## config.mk

```make
export PLATFORM = sky130hd
export DESIGN_NAME = external_interrupt_line_controller_unit
export DESIGN_NICKNAME = d
export VERILOG_FILES = /design/src/rtl/exti_pkg.sv /design/src/rtl/external_interrupt_line_controller_unit.sv /design/src/rtl/exti_core.sv
export SDC_FILE = /design/constraint.sdc
export NUM_CORES = 1
export LEC_CHECK = 0
export BUFFER_PORTS_ARGS = -buffer_cell sky130_fd_sc_hd__buf_2
export CAP_MARGIN = 20
export CELL_PAD_IN_SITES_DETAIL_PLACEMENT = 0
export CELL_PAD_IN_SITES_GLOBAL_PLACEMENT = 1
export CORE_UTILIZATION = 51
export DETAILED_ROUTE_END_ITERATION = 8
export GPL_ROUTABILITY_DRIVEN = 0
export PLACE_DENSITY = 0.93
export SLEW_MARGIN = 20
export SYNTH_ARGS = -nofsm -noshare
export SYNTH_HDL_FRONTEND = slang
export SYNTH_SLANG_ARGS = --single-unit
```

## constraint.sdc

```tcl
create_clock -name aclk -period 6.21 [get_ports aclk]
set_input_delay 0.3105 -clock aclk [delete_from_list [all_inputs] [get_ports aclk]]
set_output_delay 0.3105 -clock aclk [all_outputs]
set_load 0.05 [all_outputs]
```

## src/rtl/exti_pkg.sv

```systemverilog
// ----------------------------------------------------------------------------
// exti_pkg
// Shared types and constants for the external interrupt line controller.
// ----------------------------------------------------------------------------
package exti_pkg;

    // Width of every per-line field on the ports and in the register file
    localparam int FIELD_W = 23;

    // Lines 19 and 20 have no logic behind them
    localparam logic [FIELD_W-1:0] HOLE_MASK = FIELD_W'((1 << 19) | (1 << 20));

    typedef enum logic [1:0] {
        REQ_TICK  = 2'd0,
        REQ_WRITE = 2'd1,
        REQ_READ  = 2'd2
    } req_type_t;

    typedef enum logic [2:0] {
        ADDR_IMASK   = 3'd0,
        ADDR_EMASK   = 3'd1,
        ADDR_RISE    = 3'd2,
        ADDR_FALL    = 3'd3,
        ADDR_SWTRIG  = 3'd4,
        ADDR_PENDING = 3'd5
    } reg_addr_t;

    // Architectural state of the controller
    typedef struct packed {
        logic [FIELD_W-1:0] int_mask;
        logic [FIELD_W-1:0] event_mask;
        logic [FIELD_W-1:0] rise_select;
        logic [FIELD_W-1:0] fall_select;
        logic [FIELD_W-1:0] soft_trigger;
        logic [FIELD_W-1:0] pending;
        logic [FIELD_W-1:0] last_levels;
    } exti_state_t;

    // Result of one beat
    typedef struct packed {
        logic [FIELD_W-1:0] read_data;
        logic [FIELD_W-1:0] irq_lines;
        logic [FIELD_W-1:0] event_pulses;
        logic               addr_error;
    } exti_result_t;

    // Bits of lines that exist for a given line count
    function automatic logic [FIELD_W-1:0] impl_mask(input int num_lines);
        logic [FIELD_W-1:0] m;
        m = '0;
        for (int i = 0; i < FIELD_W; i++) begin
            m[i] = (i < num_lines);
        end
        return m & ~HOLE_MASK;
    endfunction

endpackage

```

## src/rtl/external_interrupt_line_controller_unit.sv

```systemverilog
// ----------------------------------------------------------------------------
// external_interrupt_line_controller_unit
// External interrupt controller: masks, edge selects, soft trigger, pending.
// ----------------------------------------------------------------------------
// Each input beat is a pin-sample tick, a register write or a register read,
// and gives exactly one result beat. A beat is captured in an input register,
// then the line logic updates the register file and loads the result
// register, so the block takes one beat per clock unless the result register
// is full and m_ready is low, which holds the beat in the input register.
// Both stages advance together when the result register is empty or being
// drained, so s_ready follows m_ready through one gate.
// Lines 19, 20 and any at or above NUM_LINES read zero and ignore writes.
// m_irq_lines is pending & int_mask after the beat; m_event_pulses flags
// lines whose selected edge or fresh soft trigger hit an unmasked event line.
module external_interrupt_line_controller_unit #(
    parameter int NUM_LINES = 23
) (
    input  logic                         aclk,
    input  logic                         aresetn,
    input  logic                         s_valid,
    output logic                         s_ready,
    input  logic [1:0]                   s_req_type,
    input  logic [2:0]                   s_reg_addr,
    input  logic [exti_pkg::FIELD_W-1:0] s_write_data,
    input  logic [exti_pkg::FIELD_W-1:0] s_pin_levels,
    output logic                         m_valid,
    input  logic                         m_ready,
    output logic [exti_pkg::FIELD_W-1:0] m_read_data,
    output logic [exti_pkg::FIELD_W-1:0] m_irq_lines,
    output logic [exti_pkg::FIELD_W-1:0] m_event_pulses,
    output logic                         m_addr_error
);
    import exti_pkg::*;

    localparam logic [FIELD_W-1:0] IMPL_MASK = impl_mask(NUM_LINES);

    // input stage
    logic               in_valid_reg;
    logic [1:0]         in_req_type_reg;
    logic [2:0]         in_reg_addr_reg;
    logic [FIELD_W-1:0] in_write_data_reg;
    logic [FIELD_W-1:0] in_pin_levels_reg;

    // result stage
    logic               out_valid_reg;
    exti_result_t       out_reg;

    // register file
    exti_state_t        st_reg;
    exti_state_t        st_next;
    exti_result_t       result;

    logic               advance;

    // process the held beat when the result slot frees up
    assign advance = in_valid_reg && (!out_valid_reg || m_ready);
    assign s_ready = !in_valid_reg || advance;

    exti_core #(
        .IMPL_MASK (IMPL_MASK)
    ) u_core (
        .req_type   (in_req_type_reg),
        .reg_addr   (in_reg_addr_reg),
        .write_data (in_write_data_reg),
        .pin_levels (in_pin_levels_reg),
        .st_cur     (st_reg),
        .st_next    (st_next),
        .result     (result)
    );

    always_ff @(posedge aclk) begin
        if (!aresetn) begin
            in_valid_reg <= 1'b0;
        end else if (s_ready) begin
            in_valid_reg <= s_valid;
        end
    end

    always_ff @(posedge aclk) begin
        if (s_valid && s_ready) begin
            in_req_type_reg   <= s_req_type;
            in_reg_addr_reg   <= s_reg_addr;
            in_write_data_reg <= s_write_data;
            in_pin_levels_reg <= s_pin_levels;
        end
    end

    always_ff @(posedge aclk) begin
        if (!aresetn) begin
            out_valid_reg <= 1'b0;
            st_reg        <= '0;
        end else begin
            if (advance) begin
                out_valid_reg <= 1'b1;
                st_reg        <= st_next;
            end else if (m_ready) begin
                out_valid_reg <= 1'b0;
            end
        end
    end

    always_ff @(posedge aclk) begin
        if (advance) begin
            out_reg <= result;
        end
    end

    assign m_valid        = out_valid_reg;
    assign m_read_data    = out_reg.read_data;
    assign m_irq_lines    = out_reg.irq_lines;
    assign m_event_pulses = out_reg.event_pulses;
    assign m_addr_error   = out_reg.addr_error;

    // unimplemented lines never hold a pending or soft trigger bit
    a_no_stray_bits: assert property (@(posedge aclk) disable iff (!aresetn)
        ((st_reg.pending | st_reg.soft_trigger) & ~IMPL_MASK) == '0)
        else $error("pending or soft trigger set on an unimplemented line");

    // reported irq lines match the register file right after the update
    a_irq_matches: assert property (@(posedge aclk) disable iff (!aresetn)
        advance |=> (m_irq_lines == (st_reg.pending & st_reg.int_mask)))
        else $error("irq lines disagree with pending and mask");

    // read data is zero unless the beat was a read
    a_rdata_zero: assert property (@(posedge aclk) disable iff (!aresetn)
        (advance && (in_req_type_reg != REQ_READ)) |=> (m_read_data == '0))
        else $error("read data on a non-read beat");

    // an address error never comes with event pulses
    a_err_no_event: assert property (@(posedge aclk) disable iff (!aresetn)
        (m_valid && m_addr_error) |-> (m_event_pulses == '0))
        else $error("event pulse on a bad address");

endmodule

```

## src/rtl/exti_core.sv

```systemverilog
// ----------------------------------------------------------------------------
// exti_core
// Per-line update logic for one beat: edge detect, register access, results.
// ----------------------------------------------------------------------------
module exti_core #(
    parameter logic [22:0] IMPL_MASK = 23'h67FFFF
) (
    input  logic [1:0]                   req_type,
    input  logic [2:0]                   reg_addr,
    input  logic [exti_pkg::FIELD_W-1:0] write_data,
    input  logic [exti_pkg::FIELD_W-1:0] pin_levels,
    input  exti_pkg::exti_state_t        st_cur,
    output exti_pkg::exti_state_t        st_next,
    output exti_pkg::exti_result_t       result
);
    import exti_pkg::*;

    logic [FIELD_W-1:0] data;
    logic [FIELD_W-1:0] pins;
    logic [FIELD_W-1:0] hit;
    logic [FIELD_W-1:0] fresh;
    logic [FIELD_W-1:0] rdata;
    logic [FIELD_W-1:0] events;
    logic               err;

    assign data  = write_data & IMPL_MASK;
    assign pins  = pin_levels & IMPL_MASK;
    assign hit   = (((~st_cur.last_levels) & pins & st_cur.rise_select)
                   | (st_cur.last_levels & ~pins & st_cur.fall_select)) & IMPL_MASK;
    assign fresh = data & ~st_cur.soft_trigger;

    always_comb begin
        st_next = st_cur;
        rdata   = '0;
        events  = '0;
        err     = 1'b0;
        case (req_type_t'(req_type))
            REQ_TICK: begin
                st_next.pending     = st_cur.pending | (hit & st_cur.int_mask);
                st_next.last_levels = pins;
                events              = hit & st_cur.event_mask;
            end
            REQ_WRITE: begin
                case (reg_addr_t'(reg_addr))
                    ADDR_IMASK:  st_next.int_mask    = data;
                    ADDR_EMASK:  st_next.event_mask  = data;
                    ADDR_RISE:   st_next.rise_select = data;
                    ADDR_FALL:   st_next.fall_select = data;
                    ADDR_SWTRIG: begin
                        // only 0-to-1 transitions fire
                        st_next.pending      = st_cur.pending | (fresh & st_cur.int_mask);
                        st_next.soft_trigger = st_cur.soft_trigger | data;
                        events               = fresh & st_cur.event_mask;
                    end
                    ADDR_PENDING: begin
                        // write-one-to-clear, also drops the soft trigger
                        st_next.pending      = st_cur.pending & ~data;
                        st_next.soft_trigger = st_cur.soft_trigger & ~data;
                    end
                    default: err = 1'b1;
                endcase
            end
            REQ_READ: begin
                case (reg_addr_t'(reg_addr))
                    ADDR_IMASK:   rdata = st_cur.int_mask;
                    ADDR_EMASK:   rdata = st_cur.event_mask;
                    ADDR_RISE:    rdata = st_cur.rise_select;
                    ADDR_FALL:    rdata = st_cur.fall_select;
                    ADDR_SWTRIG:  rdata = st_cur.soft_trigger;
                    ADDR_PENDING: rdata = st_cur.pending;
                    default:      err   = 1'b1;
                endcase
            end
            default: ;  // reserved request: idle beat
        endcase
    end

    always_comb begin
        result.read_data    = rdata;
        result.irq_lines    = st_next.pending & st_next.int_mask;
        result.event_pulses = events;
        result.addr_error   = err;
    end

endmodule

```

# Word level (Yosys, flattened, before mapping)
# Cells that the tools add are included.
# totals
wordCells	74
in_bits	55
out_inout_bits	72
regBits	276
# classes
mux	13
bitwise	20
reduce_logical	17
n_eq_ne	7
# op_table
cell	n
$and 23x23->23	12
$pmux 23 s6	1
$mux 115	1
$mux 23	5
$not 23->23	4
$or 23x23->23	4
$pmux 23 s2	2
$pmux 46 s2	1
$reduce_and 3->1	4
$eq 3x2->1 const B	2
$eq 3x3->1 const B	2
$reduce_or 6->1	1
$reduce_bool 2->1	2
$eq 3x1->1 const B	1
$logic_not 3->1	1
$mux 1	3
$eq 2x1->1 const B	1
$eq 2x2->1 const B	1
$logic_and 1x1->1	2
$logic_not 1->1	2
$logic_not 2->1	1
$logic_or 1x1->1	2
$reduce_and 2->1	1
$reduce_or 2->1	1

# Logic depth before layout (Yosys ltp)
# Gate-level depths: netlist (run 1).
# logic_depth
ltp_word	8
depth_mapped	7
ltp_nobuf	6

# By module
# Synthesis (run 1) repeated with hierarchy kept, for this count alone.
# unflattened
cells_unflattened	1496
hier_area_um2	14940.6
# modules_own_cells
module	area_per_inst_um2	cells_per_inst	seq_area_each_um2	instances
external_interrupt_line_controller_unit	10121.0	828	6896.6	1
exti_core	4819.6	668	0.0	1

# Least setup slack after synthesis (run 1)
# No wires, ideal clock.
# synth_timing
path_kind	register to register
start	register out_valid_reg (netlist: m_valid)
end	register out_reg, in the netlist m_addr_error (enable)
period_less_slack_ns	2.752
arrival_ns	2.321
path_stages_with_launch	3
path_buffers	0
t_required_ns	5.779
path_slack_ns	3.458
setup_ns	0.431
cell_sequence	dfxtp_1 nand2b_1 and2_1
# synth_via
elab_chain_len	3
# synth_lines
element	line_no	text
start: declaration	external_interrupt_line_controller_unit.sv:45	logic out_valid_reg;
start signal: assignment	external_interrupt_line_controller_unit.sv:90	out_valid_reg <= 1'b0;
start signal: assignment	external_interrupt_line_controller_unit.sv:94	out_valid_reg <= 1'b1;
start signal: assignment	external_interrupt_line_controller_unit.sv:97	out_valid_reg <= 1'b0;
$logic_not 1->1	external_interrupt_line_controller_unit.sv:56	assign advance = in_valid_reg && (!out_valid_reg || m_ready);
$logic_or 1x1->1	external_interrupt_line_controller_unit.sv:56	
$logic_and 1x1->1	external_interrupt_line_controller_unit.sv:56	
named net advance	external_interrupt_line_controller_unit.sv:53	logic advance;
end signal: assignment	external_interrupt_line_controller_unit.sv:104	out_reg <= result;
end: declaration	external_interrupt_line_controller_unit.sv:46	exti_result_t out_reg;
# The timed path passes the listed nets, and every way through them passes these cells.
# A chain may end at the register's enable or synchronous reset.

# Worst setup path after layout (run 1)
# layout_timing
start	register in_reg_addr_reg[1]
end	register st_reg[142] (netlist name)
# layout_via
elab_chain_len	3
# layout_lines
element	line_no	text
start: declaration	external_interrupt_line_controller_unit.sv:40	logic [2:0] in_reg_addr_reg;
start signal: assignment	external_interrupt_line_controller_unit.sv:82	in_reg_addr_reg <= s_reg_addr;
$logic_not 3->1	exti_core.sv:44	case (reg_addr_t'(reg_addr))
$mux 23	exti_core.sv:44	
$mux 115	exti_core.sv:37	case (req_type_t'(req_type))
end signal: assignment	external_interrupt_line_controller_unit.sv:95	st_reg <= st_next;
end: declaration	external_interrupt_line_controller_unit.sv:49	exti_state_t st_reg;
# Every way passes these cells.

==> impl_metrics.tcl, run 1 <==
set metrics [dict create \
    yosysWarnings 0 \
    drt-initial-drc-count 588 \
    clk_latency_ns 0.55 \
    syn_area_per_cell_um2 11.1 \
    track_usage 0.238 \
    critPathMaxStageDelay_ns 1.03 \
    layout_common_cells "dfxtp_1 (151), nand2_1 (135), mux2i_1 (133)" \
    synth_flop_cell "dfxtp_1" \
    synth_top_family_by_area "simple AND/OR/NAND/NOR gates" \
    cts.path.max_buffers 3 \
    critPathRequiredTime_ns 6.68 \
    final_util 0.605 \
    tns_ns 0 \
    crit_buf_inv 1 \
    finalCriticalPeriod_ns 3.36 \
    dpl.hpwl_um 17100 \
    die_w_um 157 \
    irDropWorstVdd_v 0.000197 \
    grt_pass1_wl_um 45100 \
    die_area_mm2 0.0245 \
    synth_fa_ha_area_frac 0.00308 \
    fill_cells 1900 \
    post_cts_resized 0 \
    largest_register_ffs 149 \
    outcome "complete, no violations" \
    vias_per_cell 5.63 \
    syn_inst 1096 \
    syn_to_final_growth_pct 16.4 \
    drc 0 \
    worst_hold_path_type "in -> reg" \
    via_count 8770 \
    row_count 56 \
    synth.distinct_cells 48 \
    p_leak_uw 0.00610 \
    post_cts_buffers 0 \
    critical_path_class "reg -> reg" \
    grt_max_degree 80 \
    port_buffers 118 \
    synth-seq-area-share 0.526 \
    start_kind "flop" \
    ctsHoldBuffers 48 \
    totalWireLength_um 29300 \
    grt_setup_unrepaired "false" \
    core_area_mm2 0.0235 \
    root_buffer "clkbuf_16" \
    nNetsFinal 1274 \
    cts_tree "done" \
    slowest_stage "and3_1" \
    drt_pass1_iterations 6 \
    antennaDiodeCount 0 \
    cp_max_fo 32 \
    crit_arrival_ns 3.82 \
    cellPowerDensity_mw_per_mm2 267 \
    clock-sinks 264 \
    io_pins 127 \
    final_area_mm2 0.0142 \
    synth-compound-area-share 0.117 \
    synth_mux_area_frac 0.129 \
    drv_cap 0 \
    mostFrequentLayoutCell "dfxtp_1" \
    max_freq_mhz 298 \
    synth_async_sr_flop_share 0 \
    yosys.area_share.simple 0.173 \
    grt_pass1_vias 8473 \
    tightest_slew_ns 1.14 \
    endpoint_kind "flop" \
    synth-seq-cells 264 \
    clock_skew_ns 0.0126 \
    start_util 0.520 \
    drive_gt1_frac 0.159 \
    synth_xor_area_frac 0 \
    slew-limit-headroom 0.238 \
    synth_edf_count 113 \
    path_clk_slew_ns 0.06 \
    path_cells "buf_4, nor4b_4, and3_1, nand2_1, a21boi_1" \
    die-height_um 157 \
    synth.cell_area_mm2 0.0122 \
    setup_viol 0 \
    antenna_found_initial 0 \
    ant_nets 0 \
    cts_max_level 1 \
    numCtsBuffers 29 \
    hold_viol 0 \
    overflow 0 \
    period_share 0.540 \
    crit_family "simple AND/OR/NAND/NOR gates" \
    post_dp_cell_area_mm2 0.0128 \
    routedWlPerCell_um 18.8 \
    timing_max_transition_violations_final 0 \
]
==> metrics by stage <==
stage,std cells,hold slack [ns],worst slack (ns),total power [µW]
finish,1558,0.204,2.85,3790
CTS,1556,0.192,2.81,3820
global placement,1454,0.433,2.92,2160
detailed placement,1454,0.441,2.87,2160
floorplan,1099,0.409,3.46,2100
global route,1558,0.219,2.70,3920
==> per-layer routing <==
metal | track usage | vias to the layer above | part of all wire
met5 | 0 | - | 0
met4 | 0.0836 | 0 | 0.022
met3 | 0.0360 | 53 | 0.063
met2 | 0.408 | 308 | 0.49
met1 | 0.306 | 4223 | 0.43
li1 | - | 4186 | -
==> logic make-up (layout without fill, tap and decap cells) <==
| logic type | Yosys count | after routing |
|---|---|---|
| mux | 146 | 146 |
| buf+inv | 119 | 259 |
| fa+ha+maj | 3 | 3 |
| compound gates | 194 | 194 |
| other cells | 1 | 4 |
| flops | 264 | 264 |
| simple gates | 369 | 369 |
==> power breakdown <==
group	total (µW)	switching [µW]	internal, µW	leakage, µW
sequential	1890	37.5	1850	0.00230
combinational	260	175	85.4	0.00335
clock	1640	680	963	0.000450
total	3790	892	2900	0.00610
==> synthesized netlist by cell type, types with 2 or more instances <==
library cell  number  share of area
edfxtp_1         113           0.28
nand3b_1          23          0.014
o31ai_1           20          0.012
nor2b_1           92          0.047
and4bb_2           2         0.0021
mux2i_1          133           0.11
buf_6              3         0.0028
a31o_2             3         0.0022
a21boi_1          20          0.012
a21oi_1           31          0.013
mux4_1             2         0.0043
nor2_1            20         0.0062
inv_1             24         0.0074
a31o_1            20          0.014
nand4_1            3         0.0015
nand2b_1           4         0.0021
a21boi_0           2         0.0012
and3_1             7         0.0036
a211oi_1          14         0.0086
and3b_1           38          0.027
buf_4             36          0.022
a2bb2oi_1          6         0.0043
a32o_1            19          0.016
nand2_1          135          0.042
and2_1            37          0.019
mux4_2             6          0.011
buf_2             16         0.0066
a32oi_1           19          0.014
o22ai_1            5         0.0026
a22oi_1            5         0.0031
ha_1               3         0.0031
o21ai_0           25          0.010
and4b_1            2         0.0016
clkbuf_1          38          0.012
dfxtp_1          151           0.25
mux2_2             5         0.0046
nor4b_4            2         0.0039
nand3_1            2        0.00082
==> tightest hold or removal path: cells and delay by family <==
family / cells / cell delay (ns)
AOI/OAI and AO/OA: 1 / 0.19
and+or+nand+nor: 1 / 0.11
buffers and inverters: 1 / 0.09
==> worst paths after layout <==
check                           from     endpoint  slack, ns  cells after the start
hold / removal               m_ready      m_valid       0.20                      3
setup reg to reg  in_reg_addr_reg[1]  st_reg[142]       2.85                      5
setup / recovery  in_reg_addr_reg[1]  st_reg[142]       2.85                      5
hold reg to reg           st_reg[65]   st_reg[65]       0.46                      1
==> cell type report <==
class / instances / area, µm² / share of cell area
clock buffers: 44 / 832 / 0.0586
flip-flops and latches: 264 / 6420 / 0.452
inverters: 25 / 93.8 / 0.00661
clock inverters: 10 / 81.3 / 0.00573
repair buffers: 180 / 1190 / 0.0839
multi-input cells: 716 / 5190 / 0.365
well taps: 319 / 399 / 0.0281
Note: power is estimated with default switching activity, not from simulation.
==> inputs of run 2 (changes only) <==
Settings changed: CORE_UTILIZATION 51 to 43, PLACE_DENSITY 0.93 to 0.85.
Clock period 6.21 ns to 2.8 ns, I/O delays scaled along.
==> run 2 against run 1 <==
Against the previous run:
- via count rose by 0.96%
- die area rose by 18%
- sequential share of layout area fell by 0.77 points
- wire length rose by 5.6%
- non-clock buffer count rose by 25
- clock power rose by 110%
- fmax rose by 38%
- critical path depth rose by 2
- global-route usage fell by 2.7 points
==> impl_metrics.tcl, run 2 (synthesis results as in run 1) <==
set metrics [dict create \
    dp_worst_setup_slack_ns 0.480 \
    drc 0 \
    cp_max_fo 15 \
    numCtsBuffers 29 \
    r2r_cells 7 \
    power.internal_uw 6350 \
    cts_max_level 1 \
    power_frac_clock 0.423 \
    tns_ns 0 \
    nNetsFinal 1299 \
    syn_to_final_growth_pct 18.4 \
    p_switching_uw 1970 \
    cp-startpoint "in_req_type_reg[1]" \
    timing_max_transition_violations_final 0 \
    drive_gt1_frac 0.173 \
    r2r_start "in_req_type_reg[1]" \
    critPathRequiredTime_ns 3.09 \
    power_frac_seq 0.505 \
    start_kind "flop" \
    outcome "complete, no violations" \
    post_cts_resized 0 \
    path_clk_slew_ns 0.06 \
    grt_pass1_wl_um 47200 \
    cellPowerDensity_mw_per_mm2 576 \
    antennaDiodeCount 0 \
    finalCriticalPeriod_ns 2.43 \
    core_area_mm2 0.0279 \
    totalWireLength_um 30900 \
    irDropWorstVdd_v 0.000435 \
    row_count 61 \
    vias_per_cell 5.40 \
    setup_viol 0 \
    drt_pass1_iterations 5 \
    endpoint_kind "flop" \
    sw_frac_of_total 0.237 \
    r2r_end "m_irq_lines[4]" \
    clock-sinks 264 \
    p_leak_uw 0.00621 \
    slew-limit-headroom 0.571 \
    instances_no_fill 1641 \
    port_buffers 118 \
    largest_register_ffs 149 \
    die_area_mm2 0.0291 \
    worst_hold_path_type "in -> reg" \
    worstSetupEndpoint "m_irq_lines[4]" \
    start_util 0.438 \
    root_buffer "clkbuf_16" \
    overflow 0 \
    track_usage 0.211 \
    grt_setup_unrepaired "false" \
    max_freq_mhz 411 \
    layout_common_cells "dfxtp_1 (151), nand2_1 (135), mux2i_1 (133)" \
    drv_cap 0 \
    crit_arrival_ns 2.72 \
    grt_max_degree 67 \
    routedWlPerCell_um 18.8 \
    p_comb_frac 0.073 \
    die-height_um 170 \
    io_pins 127 \
    via_count 8854 \
    hold_viol 0 \
    drt-initial-drc-count 697 \
    clk_latency_ns 0.54 \
    ant_nets 0 \
    critical_path_class "reg -> reg" \
    dpl.hpwl_um 19700 \
    die_w_um 170 \
    cts_tree "done" \
    clock_skew_ns 0.0107 \
    grt_pass1_vias 8473 \
    place_inst 1540 \
    total_power_uw 8320 \
    tightest_slew_ns 0.643 \
    antenna_found_initial 0 \
    r2r_slack_ns 0.37 \
    period_share 0.869 \
    setup_ws_ns 0.367 \
    mostFrequentLayoutCell "dfxtp_1" \
    cts.path.max_buffers 3 \
]
## run 2: changes by cell type in the layout (fill, tap and decap cells not counted), sizes merged
| cell | previous run | this run |
|---|---|---|
| clkbuf | 44 | 48 |
| clkinv | 8 | 3 |
| bufinv | 1 | 0 |
| inv | 26 | 27 |
| buf | 132 | 157 |
## run 2: how the worst min path moves through the flow
stage	from	to	slack [ns]	cells past startpoint
after floorplan	s_pin_levels[0]	in_pin_levels_reg[0]	0.24	0
after global placement	s_pin_levels[7]	in_pin_levels_reg[7]	0.32	1
after detailed placement	s_write_data[7]	in_write_data_reg[7]	0.32	1
after CTS	m_ready	m_valid	0.02	3
after global routing	m_ready	m_valid	0.07	3
final	m_ready	m_valid	0.05	3
## run 2: routing by layer
metal / vias up / track usage / routed length [µm]
met5: - / 0 / 0
met4: 0 / 0.0682 / 794
met3: 55 / 0.0309 / 1700
met2: 276 / 0.361 / 14800
met1: 4288 / 0.273 / 13600
li1: 4235 / - / -
## run 2: metrics by stage
step,hold WS (ns),cell area (µm²),utilization
6_report,0.0523,14400,0.519
5_1_grt,0.0706,14400,0.519
4_1_cts,0.0235,14400,0.519
3_5_place_dp,0.318,13100,0.470
3_3_place_gp,0.318,13100,0.470
2_1_floorplan,0.239,12200,-
## run 2: critical path, stage by stage, from the launching register on
cell and delay (ns):
edfxtp_1 0.39, inv_1 0.10, ha_1 0.33, nand4b_4 0.38
buf_4 0.33, o31ai_1 0.24, a32oi_1 0.16, a32o_1 0.25
## run 2: final cells by class
class	instances	area (µm²)
Clock buffer	48	838
Clock inverter	5	28.8
Fill cell	2478	13400
Inverter	25	93.8
Multi-Input combinational cell	716	5180
Sequential cell	264	6420
Tap cell	378	473
Timing Repair Buffer	205	1420
## run 2: what timing repair did
item | 4_1_cts | 5_1_grt
endpoints found under the hold margin | 48 | 0
hold buffers | 48 | 0
setup buffers | 0 | 0
## run 2: power by group through the flow
stage | logic, µW | clock network [µW] | registers [µW]
6_report | 604 | 3520 | 4200
5_1_grt | 639 | 3750 | 4210
4_1_cts | 607 | 3600 | 4200
3_5_place_dp | 555 | 0 | 4280
3_3_place_gp | 549 | 0 | 4280
2_1_floorplan | 294 | 0 | 4360
==> inputs of run 3 (changes only) <==
Settings changed: ABC_AREA from default to 1, CORE_UTILIZATION 43 to 40, PLACE_DENSITY 0.85 to 0.84.
==> run 3 against run 2 <==
Against the previous run:
- global-route usage increased by 1.4 points
- clock power grew 14%
- critical path depth fell by 2
- critical path type unchanged
- fmax is 11% higher
- critical endpoint is now m_irq_lines[8]
- first-iteration DRC count up 52%
- count of clock-buffer cells in the layout decreased by 4
- clock skew increased by 0.0030 ns
- hold slack better by 0.24 ns
- combinational power grew 55%
- power rose by 11%
- via count increased by 25%
- non-clock buffer count shrank 5
==> impl_metrics.tcl, run 3 <==
set metrics [dict create \
    overflow 0 \
    tns_ns 0 \
    dpl.hpwl_um 21500 \
    synth_edf_count 113 \
    row_count 64 \
    netlist_top_cells_count "inv_1 (236), nand2_1 (223), a21oi_1 (192), nand3_1 (170), dfxtp_1 (151)" \
    start_util 0.406 \
    post_cts_buffers 0 \
    antennaDiodeCount 0 \
    via_count 11100 \
    grt_setup_unrepaired "false" \
    cts_tree "done" \
    port_buffers 118 \
    timing_max_transition_violations_final 0 \
    total_power_uw 9200 \
    antenna_found_initial 0 \
    layout_common_cells "inv_1 (235), nand2_1 (223), a21oi_1 (192)" \
    ant_nets 0 \
    routedWlPerCell_um 17.0 \
    synth-seq-cells 264 \
    period_share 0.784 \
    clk_latency_ns 0.56 \
    hold_depth 2 \
    tightest_slew_ns 1.11 \
    numCtsBuffers 31 \
    max_freq_mhz 456 \
    die-height_um 178 \
    synth_top_area_frac 0.273 \
    setup_ws_ns 0.606 \
    yosysWarnings 0 \
    crit_arrival_ns 2.57 \
    yosysMostFrequentCell "inv_1" \
    core_area_mm2 0.0306 \
    totalWireLength_um 35900 \
    drt_pass1_iterations 5 \
    critPathMaxStageDelay_ns 0.51 \
    outcome "complete, no violations" \
    cts.path.max_buffers 3 \
    syn_area_per_cell_um2 8.06 \
    mostFrequentLayoutCell "inv_1" \
    die_w_um 178 \
    setup_viol 0 \
    path_cells "nor2_4, nand3_2, buf_12, o21ai_0, a21boi_1" \
    grt_max_degree 106 \
    track_usage 0.225 \
    io_pins 127 \
    clock-sinks 264 \
    r2r_cells 5 \
    cts_max_level 1 \
    drt-initial-drc-count 1058 \
    drive_gt1_frac 0.133 \
    finalCriticalPeriod_ns 2.19 \
    yosys.area.top_type "edfxtp_1" \
    vias_per_cell 5.27 \
    path_clk_slew_ns 0.06 \
    drc 0 \
    grt_pass1_wl_um 55400 \
    slew-limit-headroom 0.260 \
    nNetsFinal 1744 \
    critical_path_class "reg -> reg" \
    cellPowerDensity_mw_per_mm2 615 \
    clock_skew_ns 0.0137 \
    hold_viol 0 \
    irDropWorstVdd_v 0.000536 \
    ys_top_cells_by_area "edfxtp_1 (27%), dfxtp_1 (24%), a21oi_1 (7.7%)" \
    synth_async_sr_flop_share 0 \
    root_buffer "clkbuf_16" \
    synth-seq-area-share 0.516 \
    critPathRequiredTime_ns 3.18 \
    die_area_mm2 0.0318 \
    worst_hold_path_type "in -> reg" \
    syn_to_final_growth_pct 20.3 \
    syn_inst 1542 \
    cp_max_fo 30 \
    largest_register_ffs 149 \
    p_leak_uw 0.00591 \
    grt_pass1_vias 10200 \
    synth.distinct_cells 30 \
    drv_cap 0 \
    synth_flop_cell "dfxtp_1" \
    slowest_stage "edfxtp_1" \
    start_kind "flop" \
    dp_worst_setup_slack_ns 0.598 \
    synth.cell_area_mm2 0.0124 \
    endpoint_kind "flop" \
]
-- run 3: cell types whose count changed after synthesis, moves of 30 or more --
| cell | previous run | this run |
|---|---|---|
| o21ai_1 | 0 | 58 |
| a21oi_1 | 31 | 192 |
| and2_1 | 37 | 0 |
| mux2i_1 | 133 | 0 |
| nor2_1 | 20 | 50 |
| inv_1 | 24 | 236 |
| nor2b_1 | 92 | 0 |
| o22ai_1 | 5 | 41 |
| o21ai_0 | 25 | 107 |
| nand2_1 | 135 | 223 |
| nand3_1 | 2 | 170 |
| and3b_1 | 38 | 0 |
-- run 3: worst max-delay path: cells and delay by family, from the launching register on --
family                 cells  cell delay [ns]
and+or+nand+nor            2             0.73
DFF                        1             0.51
AOI/OAI and AO/OA          2             0.46
buffers and inverters      1             0.31
-- run 3: logic make-up after synthesis --
logic type / share of synthesized area
adder cells (fa/ha/maj): 0.00302
flip-flops: 0.516
other: 0.000302
buffers and inverters: 0.115
AND/OR/NAND/NOR: 0.188
AO/OA/AOI/OAI: 0.178
-- run 3: routing by layer --
metal | track usage | up-vias | wire length [µm]
met1 | 0.319 | 5148 | 16400
met5 | 0 | - | 0
li1 | - | 5443 | -
met2 | 0.359 | 447 | 15800
met4 | 0.0660 | 0 | 879
met3 | 0.0264 | 70 | 2800
-- run 3: timing repair --
action | in CTS | in global routing
hold buffers | 50 | 0
setup endpoints to repair | 0 | 0
endpoints found under the hold margin | 49 | 0
gates resized for setup | 0 | 0
-- run 3: area by class of cell --
class                      count  area (µm²)
clock buffer                  44         876
clock inverter                13         139
fill                        2908       15600
inverter                     263         987
multi-input combinational    926        4610
sequential                   264        6420
tap                          396         495
timing repair buffer         200        1430
-- run 3: stage by stage --
stage / util / cells / hold WS [ns] / instance area (µm²)
floorplan: - / 1545 / 0.239 / 12400
global placement: 0.439 / 1999 / 0.319 / 13400
detailed placement: 0.439 / 1999 / 0.318 / 13400
CTS: 0.489 / 2106 / 0.265 / 15000
global route: 0.489 / 2106 / 0.286 / 15000
finish: 0.489 / 2106 / 0.293 / 15000
-- run 3: final timing paths --
path,slack [ns],from,endpoint
setup / recovery,0.61,in_reg_addr_reg[0],m_irq_lines[8]
setup reg to reg,0.61,in_reg_addr_reg[0],m_irq_lines[8]
hold reg to reg,0.44,st_reg[65],st_reg[65]
hold / removal,0.29,s_write_data[18],in_write_data_reg[18]
-- run 3: power breakdown --
part           internal [µW]  switching (µW)
logic                    283             650
registers               4170             104
clock network           2430            1560
total                   6880            2320
